**src/hw/rtl/owbm_pkg.sv**
```systemverilog
`timescale 1ns / 1ps
`default_nettype none

package owbm_pkg;

  // command codes carried by an input item
  localparam logic [1:0] CMD_IDLE  = 2'd0;
  localparam logic [1:0] CMD_RESET = 2'd1;
  localparam logic [1:0] CMD_WRITE = 2'd2;
  localparam logic [1:0] CMD_READ  = 2'd3;

  // configuration register indexes
  localparam int unsigned CFG_IDX_W = 3;
  localparam int unsigned CFG_DATA_W = 10;
  localparam logic [CFG_IDX_W-1:0] CFG_RESET_LOW     = 3'd0;
  localparam logic [CFG_IDX_W-1:0] CFG_PRESENCE_WAIT = 3'd1;
  localparam logic [CFG_IDX_W-1:0] CFG_RESET_TAIL    = 3'd2;
  localparam logic [CFG_IDX_W-1:0] CFG_WRITE_SLOT    = 3'd3;
  localparam logic [CFG_IDX_W-1:0] CFG_READ_WAIT     = 3'd4;

  // register reset values
  localparam logic [9:0] RESET_LOW_DEF     = 10'd960;
  localparam logic [7:0] PRESENCE_WAIT_DEF = 8'd60;
  localparam logic [9:0] RESET_TAIL_DEF    = 10'd480;
  localparam logic [7:0] WRITE_SLOT_DEF    = 8'd80;
  localparam logic [7:0] READ_WAIT_DEF     = 8'd70;

  // fixed length of short lows, short releases and recovery phases
  localparam logic [15:0] SHORT_US = 16'd2;

  localparam int unsigned TIMER_BITS_DEF = 10;
  localparam int unsigned LEN_W = 16;

  typedef struct packed {
    logic [1:0] cmd;
    logic [7:0] write_data;
    logic       line_level;
  } in_item_t;

  typedef struct packed {
    logic       drive_low;
    logic       busy_res;
    logic       done_res;
    logic [7:0] read_data;
    logic       no_presence;
  } out_item_t;

  typedef struct packed {
    logic [9:0] reset_low_us;
    logic [7:0] presence_wait_us;
    logic [9:0] reset_tail_us;
    logic [7:0] write_slot_us;
    logic [7:0] read_wait_us;
  } cfg_t;

  typedef enum logic [10:0] {
    PH_IDLE     = 11'b000_0000_0001,
    PH_RST_LOW  = 11'b000_0000_0010,
    PH_RST_WAIT = 11'b000_0000_0100,
    PH_RST_TAIL = 11'b000_0000_1000,
    PH_WR_LOW   = 11'b000_0001_0000,
    PH_WR_DATA  = 11'b000_0010_0000,
    PH_WR_REC   = 11'b000_0100_0000,
    PH_RD_LOW   = 11'b000_1000_0000,
    PH_RD_REL   = 11'b001_0000_0000,
    PH_RD_WAIT  = 11'b010_0000_0000,
    PH_RD_REC   = 11'b100_0000_0000
  } phase_t;

endpackage

`default_nettype wire

```
**src/hw/rtl/owbm_cfg.sv**
```systemverilog
`timescale 1ns / 1ps
`default_nettype none

module owbm_cfg (
  input  wire logic                               clk,
  input  wire logic                               rst,
  input  wire logic                               cfg_valid,
  output logic                                    cfg_ready,
  input  wire logic [owbm_pkg::CFG_IDX_W-1:0]     cfg_index,
  input  wire logic [owbm_pkg::CFG_DATA_W-1:0]    cfg_data,
  output owbm_pkg::cfg_t                          cfg
);

  owbm_pkg::cfg_t regs;

  // writes are always taken
  assign cfg_ready = 1'b1;
  assign cfg = regs;

  // register file, unknown indexes ignored
  always_ff @(posedge clk) begin
    if (rst) begin
      regs.reset_low_us     <= owbm_pkg::RESET_LOW_DEF;
      regs.presence_wait_us <= owbm_pkg::PRESENCE_WAIT_DEF;
      regs.reset_tail_us    <= owbm_pkg::RESET_TAIL_DEF;
      regs.write_slot_us    <= owbm_pkg::WRITE_SLOT_DEF;
      regs.read_wait_us     <= owbm_pkg::READ_WAIT_DEF;
    end else if (cfg_valid && cfg_ready) begin
      case (cfg_index)
        owbm_pkg::CFG_RESET_LOW:     regs.reset_low_us     <= cfg_data[9:0];
        owbm_pkg::CFG_PRESENCE_WAIT: regs.presence_wait_us <= cfg_data[7:0];
        owbm_pkg::CFG_RESET_TAIL:    regs.reset_tail_us    <= cfg_data[9:0];
        owbm_pkg::CFG_WRITE_SLOT:    regs.write_slot_us    <= cfg_data[7:0];
        owbm_pkg::CFG_READ_WAIT:     regs.read_wait_us     <= cfg_data[7:0];
        default: begin
        end
      endcase
    end
  end

endmodule

`default_nettype wire

```
**src/hw/rtl/owbm_core.sv**
```systemverilog
`timescale 1ns / 1ps
`default_nettype none

module owbm_core #(
  parameter int unsigned TIMER_BITS = owbm_pkg::TIMER_BITS_DEF
) (
  input  wire logic                 clk,
  input  wire logic                 rst,
  input  wire logic                 step,
  input  wire owbm_pkg::in_item_t   item,
  input  wire owbm_pkg::cfg_t       cfg,
  output owbm_pkg::out_item_t       result
);

  owbm_pkg::phase_t       phase, phase_next, cur_phase, start_phase;
  logic [TIMER_BITS-1:0]  tick_timer, timer_next, cur_timer;
  logic [2:0]             bit_index, bit_next, cur_bit;
  logic [7:0]             shift_reg, shift_next, cur_shift;
  logic [7:0]             read_byte_reg, read_byte_next;
  logic                   absent_flag, absent_next;
  logic                   start, busy, drive, done;

  // phase length, masked to the timer width
  function automatic logic [TIMER_BITS-1:0] phase_len(owbm_pkg::phase_t p,
                                                      owbm_pkg::cfg_t c);
    logic [owbm_pkg::LEN_W-1:0] len;
    begin
      case (p)
        owbm_pkg::PH_RST_LOW:  len = {6'd0, c.reset_low_us};
        owbm_pkg::PH_RST_WAIT: len = {8'd0, c.presence_wait_us};
        owbm_pkg::PH_RST_TAIL: len = {6'd0, c.reset_tail_us};
        owbm_pkg::PH_WR_DATA:  len = {8'd0, c.write_slot_us};
        owbm_pkg::PH_RD_WAIT:  len = {8'd0, c.read_wait_us};
        default:               len = owbm_pkg::SHORT_US;
      endcase
      phase_len = len[TIMER_BITS-1:0];
    end
  endfunction

  // command start on an idle tick takes effect on the same tick
  always_comb begin
    start = (phase == owbm_pkg::PH_IDLE) && (item.cmd != owbm_pkg::CMD_IDLE);
    case (item.cmd)
      owbm_pkg::CMD_RESET: start_phase = owbm_pkg::PH_RST_LOW;
      owbm_pkg::CMD_WRITE: start_phase = owbm_pkg::PH_WR_LOW;
      default:             start_phase = owbm_pkg::PH_RD_LOW;
    endcase
    cur_phase = start ? start_phase : phase;
    cur_timer = start ? phase_len(start_phase, cfg) : tick_timer;
    cur_bit   = start ? 3'd0 : bit_index;
    if (start) begin
      cur_shift = (item.cmd == owbm_pkg::CMD_WRITE) ? item.write_data : 8'd0;
    end else begin
      cur_shift = shift_reg;
    end
  end

  // line drive for this tick
  always_comb begin
    busy = (cur_phase != owbm_pkg::PH_IDLE);
    case (cur_phase)
      owbm_pkg::PH_RST_LOW, owbm_pkg::PH_WR_LOW, owbm_pkg::PH_RD_LOW: drive = 1'b1;
      owbm_pkg::PH_WR_DATA: drive = ~cur_shift[0];
      default:              drive = 1'b0;
    endcase
  end

  // countdown and phase sequencing
  always_comb begin
    phase_next     = cur_phase;
    timer_next     = cur_timer;
    bit_next       = cur_bit;
    shift_next     = cur_shift;
    read_byte_next = read_byte_reg;
    absent_next    = absent_flag;
    done           = 1'b0;
    if (busy) begin
      if (cur_timer > TIMER_BITS'(1)) begin
        timer_next = cur_timer - TIMER_BITS'(1);
      end else begin
        case (cur_phase)
          owbm_pkg::PH_RST_LOW: begin
            phase_next = owbm_pkg::PH_RST_WAIT;
            timer_next = phase_len(owbm_pkg::PH_RST_WAIT, cfg);
          end
          owbm_pkg::PH_RST_WAIT: begin
            absent_next = item.line_level;
            phase_next  = owbm_pkg::PH_RST_TAIL;
            timer_next  = phase_len(owbm_pkg::PH_RST_TAIL, cfg);
          end
          owbm_pkg::PH_RST_TAIL: begin
            done       = 1'b1;
            phase_next = owbm_pkg::PH_IDLE;
            timer_next = '0;
            bit_next   = 3'd0;
          end
          owbm_pkg::PH_WR_LOW: begin
            phase_next = owbm_pkg::PH_WR_DATA;
            timer_next = phase_len(owbm_pkg::PH_WR_DATA, cfg);
          end
          owbm_pkg::PH_WR_DATA: begin
            phase_next = owbm_pkg::PH_WR_REC;
            timer_next = phase_len(owbm_pkg::PH_WR_REC, cfg);
          end
          owbm_pkg::PH_WR_REC: begin
            shift_next = {1'b0, cur_shift[7:1]};
            if (cur_bit == 3'd7) begin
              done       = 1'b1;
              phase_next = owbm_pkg::PH_IDLE;
              timer_next = '0;
              bit_next   = 3'd0;
            end else begin
              bit_next   = cur_bit + 3'd1;
              phase_next = owbm_pkg::PH_WR_LOW;
              timer_next = phase_len(owbm_pkg::PH_WR_LOW, cfg);
            end
          end
          owbm_pkg::PH_RD_LOW: begin
            phase_next = owbm_pkg::PH_RD_REL;
            timer_next = phase_len(owbm_pkg::PH_RD_REL, cfg);
          end
          owbm_pkg::PH_RD_REL: begin
            shift_next = {item.line_level, cur_shift[7:1]};
            phase_next = owbm_pkg::PH_RD_WAIT;
            timer_next = phase_len(owbm_pkg::PH_RD_WAIT, cfg);
          end
          owbm_pkg::PH_RD_WAIT: begin
            phase_next = owbm_pkg::PH_RD_REC;
            timer_next = phase_len(owbm_pkg::PH_RD_REC, cfg);
          end
          owbm_pkg::PH_RD_REC: begin
            if (cur_bit == 3'd7) begin
              read_byte_next = cur_shift;
              done           = 1'b1;
              phase_next     = owbm_pkg::PH_IDLE;
              timer_next     = '0;
              bit_next       = 3'd0;
            end else begin
              bit_next   = cur_bit + 3'd1;
              phase_next = owbm_pkg::PH_RD_LOW;
              timer_next = phase_len(owbm_pkg::PH_RD_LOW, cfg);
            end
          end
          default: begin
            phase_next = owbm_pkg::PH_IDLE;
            timer_next = '0;
            bit_next   = 3'd0;
          end
        endcase
      end
    end
  end

  // result for this tick
  always_comb begin
    result.drive_low   = drive;
    result.busy_res    = busy;
    result.done_res    = done;
    result.read_data   = read_byte_next;
    result.no_presence = absent_next;
  end

  // state advances once per item
  always_ff @(posedge clk) begin
    if (rst) begin
      phase         <= owbm_pkg::PH_IDLE;
      tick_timer    <= '0;
      bit_index     <= 3'd0;
      shift_reg     <= 8'd0;
      read_byte_reg <= 8'd0;
      absent_flag   <= 1'b0;
    end else if (step) begin
      phase         <= phase_next;
      tick_timer    <= timer_next;
      bit_index     <= bit_next;
      shift_reg     <= shift_next;
      read_byte_reg <= read_byte_next;
      absent_flag   <= absent_next;
    end
  end

  // checks
  a_idle_clean: assert property (@(posedge clk) disable iff (rst)
    phase == owbm_pkg::PH_IDLE |-> tick_timer == '0 && bit_index == 3'd0)
    else $error("idle phase with live timer or bit index");

  a_done_ends: assert property (@(posedge clk) disable iff (rst)
    step && done |=> phase == owbm_pkg::PH_IDLE)
    else $error("operation did not return to idle after done");

  a_idle_quiet: assert property (@(posedge clk) disable iff (rst)
    !busy |-> !drive && !done)
    else $error("line driven or done raised while not busy");

  a_hold: assert property (@(posedge clk) disable iff (rst)
    !step |=> $stable(phase) && $stable(tick_timer) && $stable(shift_reg))
    else $error("state changed without an item");

endmodule

`default_nettype wire

```
**src/hw/rtl/one_wire_bus_master.sv**
```systemverilog
`timescale 1ns / 1ps
`default_nettype none

// Single-wire bus master, one input item per microsecond tick of bus time.
// Input channel (in_valid / in_stall / in_item): command, byte to write and
// the sampled line level for one tick. Output channel (out_valid / out_stall /
// out_item): line drive, busy, done, last byte read and no-presence flag, one
// result item per input item, in order.
// Configuration channel (cfg_valid / cfg_ready / cfg_index / cfg_data) writes
// the five timing registers; cfg_ready is always high, unknown indexes are
// dropped. Write them only while no item is in flight.
// An accepted item passes through the input register, then the result
// register, before its result is on out_item.
// Throughput: one item per cycle while out_stall does not hold the result;
// the phase sequencer updates its timer and bit state once per item.
// Reset (rst, synchronous) empties both registers, returns the sequencer to
// idle with cleared read byte and presence flag, and loads the default
// timings. A stalled result holds; one more item may still be taken into the
// input register, after which in_stall rises until the result is taken.

module one_wire_bus_master #(
  parameter int unsigned TIMER_BITS = owbm_pkg::TIMER_BITS_DEF
) (
  input  wire logic                             clk,
  input  wire logic                             rst,
  input  wire logic                             in_valid,
  output logic                                  in_stall,
  input  wire owbm_pkg::in_item_t               in_item,
  output logic                                  out_valid,
  input  wire logic                             out_stall,
  output owbm_pkg::out_item_t                   out_item,
  input  wire logic                             cfg_valid,
  output logic                                  cfg_ready,
  input  wire logic [owbm_pkg::CFG_IDX_W-1:0]   cfg_index,
  input  wire logic [owbm_pkg::CFG_DATA_W-1:0]  cfg_data
);

  owbm_pkg::cfg_t      cfg;
  owbm_pkg::in_item_t  in_q;
  owbm_pkg::out_item_t core_result;
  logic                in_valid_q;
  logic                advance, step;

  owbm_cfg u_cfg (
    .clk       (clk),
    .rst       (rst),
    .cfg_valid (cfg_valid),
    .cfg_ready (cfg_ready),
    .cfg_index (cfg_index),
    .cfg_data  (cfg_data),
    .cfg       (cfg)
  );

  // result register can take a new item
  assign advance  = !out_valid || !out_stall;
  assign step     = in_valid_q && advance;
  assign in_stall = in_valid_q && !advance;

  // input register
  always_ff @(posedge clk) begin
    if (rst) begin
      in_valid_q <= 1'b0;
    end else if (!in_stall) begin
      in_valid_q <= in_valid;
    end
  end

  always_ff @(posedge clk) begin
    if (!in_stall && in_valid) begin
      in_q <= in_item;
    end
  end

  owbm_core #(
    .TIMER_BITS (TIMER_BITS)
  ) u_core (
    .clk    (clk),
    .rst    (rst),
    .step   (step),
    .item   (in_q),
    .cfg    (cfg),
    .result (core_result)
  );

  // result register
  always_ff @(posedge clk) begin
    if (rst) begin
      out_valid <= 1'b0;
    end else if (advance) begin
      out_valid <= in_valid_q;
    end
  end

  always_ff @(posedge clk) begin
    if (step) begin
      out_item <= core_result;
    end
  end

endmodule

`default_nettype wire

```
**config.mk**
```make
export PLATFORM = sky130hd
export DESIGN_NAME = one_wire_bus_master
export DESIGN_NICKNAME = d
export VERILOG_FILES = /design/src/hw/rtl/owbm_pkg.sv /design/src/hw/rtl/owbm_cfg.sv /design/src/hw/rtl/owbm_core.sv /design/src/hw/rtl/one_wire_bus_master.sv
export SDC_FILE = /design/constraint.sdc
export NUM_CORES = 1
export LEC_CHECK = 0
export ABC_AREA = 1
export BUFFER_PORTS_ARGS = -buffer_cell sky130_fd_sc_hd__buf_2
export CAP_MARGIN = 20
export CELL_PAD_IN_SITES_DETAIL_PLACEMENT = 0
export CELL_PAD_IN_SITES_GLOBAL_PLACEMENT = 1
export CORE_AREA = 5 5 119 143
export DETAILED_ROUTE_END_ITERATION = 10
export DIE_AREA = 0 0 124 148
export PLACE_DENSITY = 0.77
export SLEW_MARGIN = 30
export SYNTH_ARGS = -nofsm -noshare
export SYNTH_HDL_FRONTEND = slang
export SYNTH_SLANG_ARGS = --single-unit
```
**constraint.sdc**
```tcl
create_clock -name clk -period 2.95 [get_ports clk]
set_input_delay 0.295 -clock clk [delete_from_list [all_inputs] [get_ports clk]]
set_output_delay 0.295 -clock clk [all_outputs]
set_load 0.01 [all_outputs]
```
==> results of run 1 <==
cell usage in the layout, fill, tap and decap left out, types with 2 or more instances in the layout:
cell type / Yosys / routed
nand3_2: 2 / 2
edfxtp_1: 23 / 23
a31oi_1: 2 / 2
dfxtp_1: 87 / 87
nor2_1: 90 / 86
nand2_2: 12 / 13
o211ai_2: 7 / 7
a211oi_2: 2 / 2
o21ai_0: 54 / 54
nand2_1: 218 / 216
nand3_1: 56 / 55
clkinv_1: 3 / 4
nand4_1: 14 / 14
inv_1: 85 / 85
inv_2: 12 / 12
nand3b_1: 2 / 2
clkinvlp_4: 0 / 2
o21ai_2: 16 / 16
clkbuf_16: 0 / 9
a21oi_2: 2 / 3
o211ai_1: 5 / 5
xor2_1: 3 / 3
a21oi_1: 47 / 46
nor2_4: 11 / 12
buf_2: 6 / 42
buf_4: 1 / 17
o21ai_1: 26 / 26
nor3_1: 3 / 3
ha_1: 9 / 8
nand2_4: 4 / 5
nor2_2: 7 / 10
worst paths after layout:
| check | to | start | cells after the start | slack (ps) |
|---|---|---|---|---|
| max reg2reg | u_core.tick_timer[0] | in_q[9] | 18 | 230 |
| min | in_q[5] | in_item[5] | 1 | 110 |
| max | u_core.tick_timer[0] | in_q[9] | 18 | 230 |
| min reg2reg | u_cfg.cfg[12] | u_cfg.cfg[12] | 2 | 460 |
through the flow:
stage	setup TNS [ps]	util	setup slack (ps)	total power, uW
2_1_floorplan	0	-	19.8	3250
3_3_place_gp	0	0.421	162	3700
3_5_place_dp	0	0.421	95.4	3690
4_1_cts	0	0.440	83.6	4950
5_1_grt	-2.41	0.444	-2.41	5290
6_report	0	0.444	232	4970
worst register-to-register path, stage by stage (launching register included):
cell and delay, ps:
edfxtp_1 380, inv_1 90, ha_1 210, nor2_2 110
nand2_2 80, nor2_4 120, nand2_4 110, buf_8 180
nand2_4 90, nand2_4 70, nor3_4 300, o21ai_2 110
nand2_1 90, nor2_2 70, a21oi_4 280, nand2_1 110
nand2_1 80, nand2_1 50, a21oi_1 120
cell usage after synthesis (all sizes together):
cell / instances
dfxtp: 87
nand4: 14
xnor2: 1
clkinv: 3
buf: 14
a31oi: 2
edfxtp: 23
a41oi: 1
nor2b: 1
nor3b: 1
o21ai: 97
clkbuf: 19
a21oi: 50
conb: 1
o21bai: 1
a211oi: 2
xor2: 3
nand2: 234
inv: 97
nor4: 1
nand3: 58
ha: 9
nor2: 109
nand3b: 2
o211ai: 12
nor3: 5
layout make-up:
class | count | area, sq um | area share
Sequential cell | 110 | 2430 | 0.355
Timing Repair Buffer | 61 | 364 | 0.0531
Clock inverter | 6 | 68.8 | 0.0100
Multi-Input combinational cell | 604 | 3130 | 0.456
Tap cell | 208 | 260 | 0.0379
Inverter | 100 | 375 | 0.0547
Clock buffer | 10 | 229 | 0.0334
repair_timing:
| action | 4_1_cts | 5_1_grt |
|---|---|---|
| setup endpoints to repair | 0 | 45 |
| buffers inserted | 0 | 1 |
| resized for setup | 0 | 13 |
routing by layer:
| layer | global-route usage | vias to the layer above | part of all wire |
|---|---|---|---|
| li1 | - | 2823 | - |
| met1 | 0.223 | 2426 | 0.46 |
| met2 | 0.303 | 71 | 0.50 |
| met3 | 0.0210 | 17 | 0.027 |
| met4 | 0.0570 | 0 | 0.017 |
| met5 | 0 | - | 0 |
power breakdown:
part / switching (uW) / total [uW] / internal (uW) / leakage, uW
logic: 1340 / 2000 / 651 / 0.00201
registers: 55.1 / 1710 / 1660 / 0.000931
clock network: 596 / 1260 / 667 / 0.000139
total: 2000 / 4970 / 2980 / 0.00308
cell families (layout without fill, tap and decap cells):
kind of cell | count (synthesis) | in the layout | synth area share
other | 1 | 1 | 0.000619
XOR/XNOR | 4 | 4 | 0.00578
adder cells (fa/ha/maj) | 9 | 9 | 0.0186
AND/OR/NAND/NOR | 425 | 425 | 0.318
buffers and inverters | 133 | 177 | 0.0892
AO/OA/AOI/OAI | 165 | 165 | 0.166
flip-flops | 110 | 110 | 0.402
==> flow_metrics.env, run 1 <==
export IMPL_status="finished, final reports clean"
export IMPL_finalSetupViolations=0
export IMPL_drt_total_wl_microns=15500
export IMPL_period_share=0.921
export IMPL_relSlewSlack=0.591
export IMPL_startpoint_type="flip-flop"
export IMPL_routed_via_density=4.86
export IMPL_yosys_top_cells_area="dfxtp_1 29%, nand2_1 14%, edfxtp_1 11%"
export IMPL_antenna_found_initial=0
export IMPL_ys_warn_count=0
export IMPL_grt_pass1_vias=5067
export IMPL_p_leak_uw=0.00308
export IMPL_die_w_microns=124
export IMPL_hpwl_microns=11400
export IMPL_path_class="reg -> reg"
export IMPL_clock_sinks=110
export IMPL_path_cells="inv_1, ha_1, nor2_2, nand2_2, nor2_4, nand2_4, buf_8, nand2_4, nand2_4, nor3_4, o21ai_2, nand2_1, nor2_2, a21oi_4, nand2_1, nand2_1, nand2_1, a21oi_1"
export IMPL_power_density_nw_per_um2=725
export IMPL_fin_cells=1099
export IMPL_synth_area_sq_um=6060
export IMPL_antenna_cells=0
export IMPL_cp_num_buf_inv=2
export IMPL_largest_reg_flops=44
export IMPL_drc=0
export IMPL_start_util=0.392
export IMPL_avgRoutedWirePerCell_microns=14.1
export IMPL_clkLatencyLatePin_ps=360
export IMPL_cts_buffers=9
export IMPL_antenna_left=0
export IMPL_area_growth_pct=13.2
export IMPL_max_stage_delay_ps=380
export IMPL_place_gp_congestion=0.865
export IMPL_cts_htree_levels=3
export IMPL_yosysTopAreaCellShare=0.288
export IMPL_route_vias_total=5337
export IMPL_io_buffers=42
export IMPL_fmax_ghz=0.368
export IMPL_die_area_sq_um=18400
export IMPL_cp_common_cell="nand2_1"
export IMPL_synth_avg_cell_area_sq_um=7.15
export IMPL_nets=924
export IMPL_critPathTopFamily="simple AND/OR/NAND/NOR gates"
export IMPL_num_io_pins=44
export IMPL_final_hold_violation_count=0
export IMPL_cp_arrival_ps=3000
export IMPL_critPathRequiredTime_ps=3230
export IMPL_synthCells=847
export IMPL_drt_pre_antenna_iters=5
export IMPL_end_kind="flip-flop"
export IMPL_fillers=1664
export IMPL_design_area_sq_um=6860
export IMPL_syn_nets=885
export IMPL_rows=50
export IMPL_holdBufCountCts=0
export IMPL_dp_cells=1082
export IMPL_cts_tree="done"
export IMPL_grt_pass1_wl_microns=25400
export IMPL_grt_ovfl_total=0
export IMPL_die_h_microns=148
export IMPL_synth_top_cell_by_area="dfxtp_1"
export IMPL_root_buffer="clkbuf_16"
export IMPL_drv_slew=0
export IMPL_skew_ps=6.24
export IMPL_cp_max_fo=17
export IMPL_placed_cell_area_sq_um=6500
export IMPL_holdWs_ps=107
export IMPL_drive_gt1_frac=0.184
export IMPL_grt_max_degree=52
export IMPL_hold_path_class="in -> reg"
export IMPL_core_area_sq_um=15500
export IMPL_synth_seq_area_share=0.402
export IMPL_ir_worst_vdd_mv=0.297
export IMPL_drtIter0Drc=275
export IMPL_synth_distinct_cells=44
export IMPL_tightest_slew_ps=611
export IMPL_ys_ff_latch=110
export IMPL_crit_slowest_cell="edfxtp_1"
export IMPL_min_period_ps=2720
export IMPL_cts_max_path_buffers=2
export IMPL_clkTransAtPathRegs_ps=80
export IMPL_grt_usage=0.175
export IMPL_cap_violations=0
Power figures use the tool's default switching activity.
==> run 2, diff against run 1 <==
--- a/config.mk
+++ b/config.mk
@@ -10,11 +10,12 @@
 export CAP_MARGIN = 20
 export CELL_PAD_IN_SITES_DETAIL_PLACEMENT = 0
 export CELL_PAD_IN_SITES_GLOBAL_PLACEMENT = 1
-export CORE_AREA = 5 5 119 143
+export CORE_AREA = 5 5 119 144
 export DETAILED_ROUTE_END_ITERATION = 10
-export DIE_AREA = 0 0 124 148
-export PLACE_DENSITY = 0.77
+export DIE_AREA = 0 0 124 149
+export PLACE_DENSITY = 0.78
 export SLEW_MARGIN = 30
 export SYNTH_ARGS = -nofsm -noshare
 export SYNTH_HDL_FRONTEND = slang
+export SYNTH_HIERARCHICAL = 1
 export SYNTH_SLANG_ARGS = --single-unit
==> flow_metrics.env, run 2 <==
export IMPL_synth_seq_area_share=0.398
export IMPL_place_gp_congestion=0.867
export IMPL_fin_cells=1155
export IMPL_synth_flop_cell="dfxtp_1"
export IMPL_clkLatencyLatePin_ps=360
export IMPL_synth_top_cell_by_area="dfxtp_1"
export IMPL_area_growth_pct=17.7
export IMPL_routed_via_density=4.86
export IMPL_fmax_ghz=0.363
export IMPL_cp_common_cell="nor2_2"
export IMPL_io_buffers=42
export IMPL_nets=980
export IMPL_tightest_slew_ps=610
export IMPL_drt_pre_antenna_iters=6
export IMPL_yosysMostFrequentCell="nand2_1"
export IMPL_ir_worst_vdd_mv=0.243
export IMPL_holdBufCountCts=0
export IMPL_cts_htree_levels=3
export IMPL_synth_distinct_cells=38
export IMPL_place_ws_ps=21.7
export IMPL_final_cell_mix="231 x nand2_1, 122 x nand3_1, 110 x nor2_1, 87 x dfxtp_1, 86 x inv_1"
export IMPL_status="finished, final reports clean"
export IMPL_finalSetupViolations=0
export IMPL_die_area_sq_um=18500
export IMPL_grt_ovfl_total=0
export IMPL_critPathLaunch="in_q[10]"
export IMPL_path_cells="inv_2, ha_4, nor2_2, nand2_2, nor2_4, nand2_4, buf_6, nand2_2, o21ai_4, ha_2, nor2_2, nor2_2, nand2_1, nor2_2, nand2_4, nor2_8, nand3_4, nand2_1, nand2_1, o21ai_1, inv_1"
export IMPL_yosysTopAreaCellShare=0.285
export IMPL_drive_gt1_frac=0.190
export IMPL_antenna_cells=0
export IMPL_synth_area_sq_um=6110
export IMPL_cts_max_path_buffers=2
export IMPL_cts_tree="done"
export IMPL_synth_avg_cell_area_sq_um=6.87
export IMPL_skew_ps=12.9
export IMPL_num_io_pins=44
export IMPL_crit_slowest_cell="edfxtp_1"
export IMPL_end_kind="flip-flop"
export IMPL_final_hold_violation_count=0
export IMPL_dp_cells=1129
export IMPL_rows=50
export IMPL_drt_total_wl_microns=16600
export IMPL_route_vias_total=5617
export IMPL_yosys_top_cells_area="dfxtp_1 29%, nand2_1 15%, edfxtp_1 11%"
export IMPL_period_share=0.935
export IMPL_max_stage_delay_ps=440
export IMPL_clock_sinks=110
export IMPL_critPathRequiredTime_ps=3190
export IMPL_min_period_ps=2760
export IMPL_synth_top_cells_by_count="243 x nand2_1, 125 x nand3_1, 113 x nor2_1"
export IMPL_startpoint_type="flip-flop"
export IMPL_synthCells=889
export IMPL_antenna_found_initial=0
export IMPL_final_setup_worst_slack_ps=191
export IMPL_core_area_sq_um=15500
export IMPL_grt_usage=0.186
export IMPL_ys_warn_count=6
export IMPL_synth_edf_count=23
export IMPL_power_density_nw_per_um2=647
export IMPL_die_w_microns=124
export IMPL_start_util=0.395
export IMPL_syn_nets=927
export IMPL_drv_slew=0
export IMPL_cp_num_buf_inv=3
export IMPL_holdWs_ps=111
export IMPL_final_setup_tns_ps=0
export IMPL_grt_pass1_wl_microns=27100
export IMPL_largest_reg_flops=44
export IMPL_relSlewSlack=0.593
export IMPL_cp_arrival_ps=3000
export IMPL_drc=0
export IMPL_postSynth_asyncResetShare=0
export IMPL_critPathTopFamily="simple AND/OR/NAND/NOR gates"
export IMPL_grt_max_degree=52
export IMPL_path_class="reg -> reg"
export IMPL_cap_violations=0
export IMPL_rsz0062_at_grt="false"
export IMPL_hold_start="in_item[8]"
export IMPL_final_common_cell="nand2_1"
export IMPL_drtIter0Drc=289
export IMPL_hold_path_class="in -> reg"
export IMPL_p_leak_uw=0.00335
export IMPL_avgRoutedWirePerCell_microns=14.4
export IMPL_grt_pass1_vias=5245
export IMPL_ys_ff_latch=110
export IMPL_clkTransAtPathRegs_ps=70
export IMPL_cp_max_fo=8
export IMPL_cts_buffers=9
export IMPL_rr_startpoint="in_q[10]"
export IMPL_die_h_microns=149
export IMPL_antenna_left=0
export IMPL_root_buffer="clkbuf_16"
export IMPL_hpwl_microns=12000
## run 2: cell count changes in the layout (fill, tap and decap cells not counted), moves of 3 or more
cell	before	now
nand3_4	1	4
o21ai_0	54	35
nand4_1	14	1
o21ai_1	26	11
o21ai_2	16	9
a21oi_1	46	37
nand2_1	216	231
nand3_1	55	122
nand2_2	13	19
nor2_1	86	110
buf_4	17	31
o211ai_2	7	0
## run 2: what timing repair did
| item | 4_1_cts | 5_1_grt |
|---|---|---|
| endpoints found under the setup margin | 0 | 50 |
| endpoints found under the hold margin | 0 | 0 |
| setup buffers | 0 | 10 |
| resized for setup | 0 | 45 |
## run 2: worst register-to-register path, delay by kind of cell (launching register included)
kind	cells	cell delay, ps
buffers and inverters	3	320
adder cells (fa/ha/maj)	2	330
flip-flops	1	440
AO/OA/AOI/OAI	2	190
AND/OR/NAND/NOR	14	1380
## run 2: worst paths after layout
kind | to | slack, ps | cells after the start
setup reg to reg | u_core/read_byte_reg[0] | 190 | 21
hold / removal | in_q[8] | 110 | 1
hold reg to reg | u_cfg/cfg[14] | 460 | 2
setup / recovery | u_core/read_byte_reg[0] | 190 | 21
## run 2: stage by stage
stage                     cell area, sq um   util  total power, uW
after floorplan                       6110      -             2750
after global placement                6590  0.426             3120
after detailed placement              6590  0.426             3130
after CTS                             6940  0.449             4540
after global routing                  7190  0.466             4940
final                                 7190  0.466             4660
## run 2: cells by family after synthesis
family,count (synthesis),synth area share
DFF,110,0.398
AOI/OAI and AO/OA,103,0.0924
buffers and inverters,134,0.0924
and+or+nand+nor,531,0.397
xor gates and xnor gates,1,0.00143
adders and majority gates,9,0.0184
other,1,0.000614
## run 2: power breakdown
group	switching (uW)	internal (uW)	total, uW
logic	1020	558	1580
registers	47.0	1630	1680
clock network	573	828	1400
total	1640	3010	4660
## run 2: metal layers
metal  GRT usage  share of wire
met5           0              0
met4      0.0619          0.020
met3      0.0254          0.036
met2       0.330           0.51
met1       0.230           0.43
## run 2: area by class of cell
type / count / area (sq um)
multi-input combinational: 645 / 3270
inverter: 99 / 372
timing repair buffer: 77 / 505
tap: 208 / 260
sequential: 110 / 2430
clock inverter: 5 / 86.3
fill: 1662 / 8260
clock buffer: 11 / 264
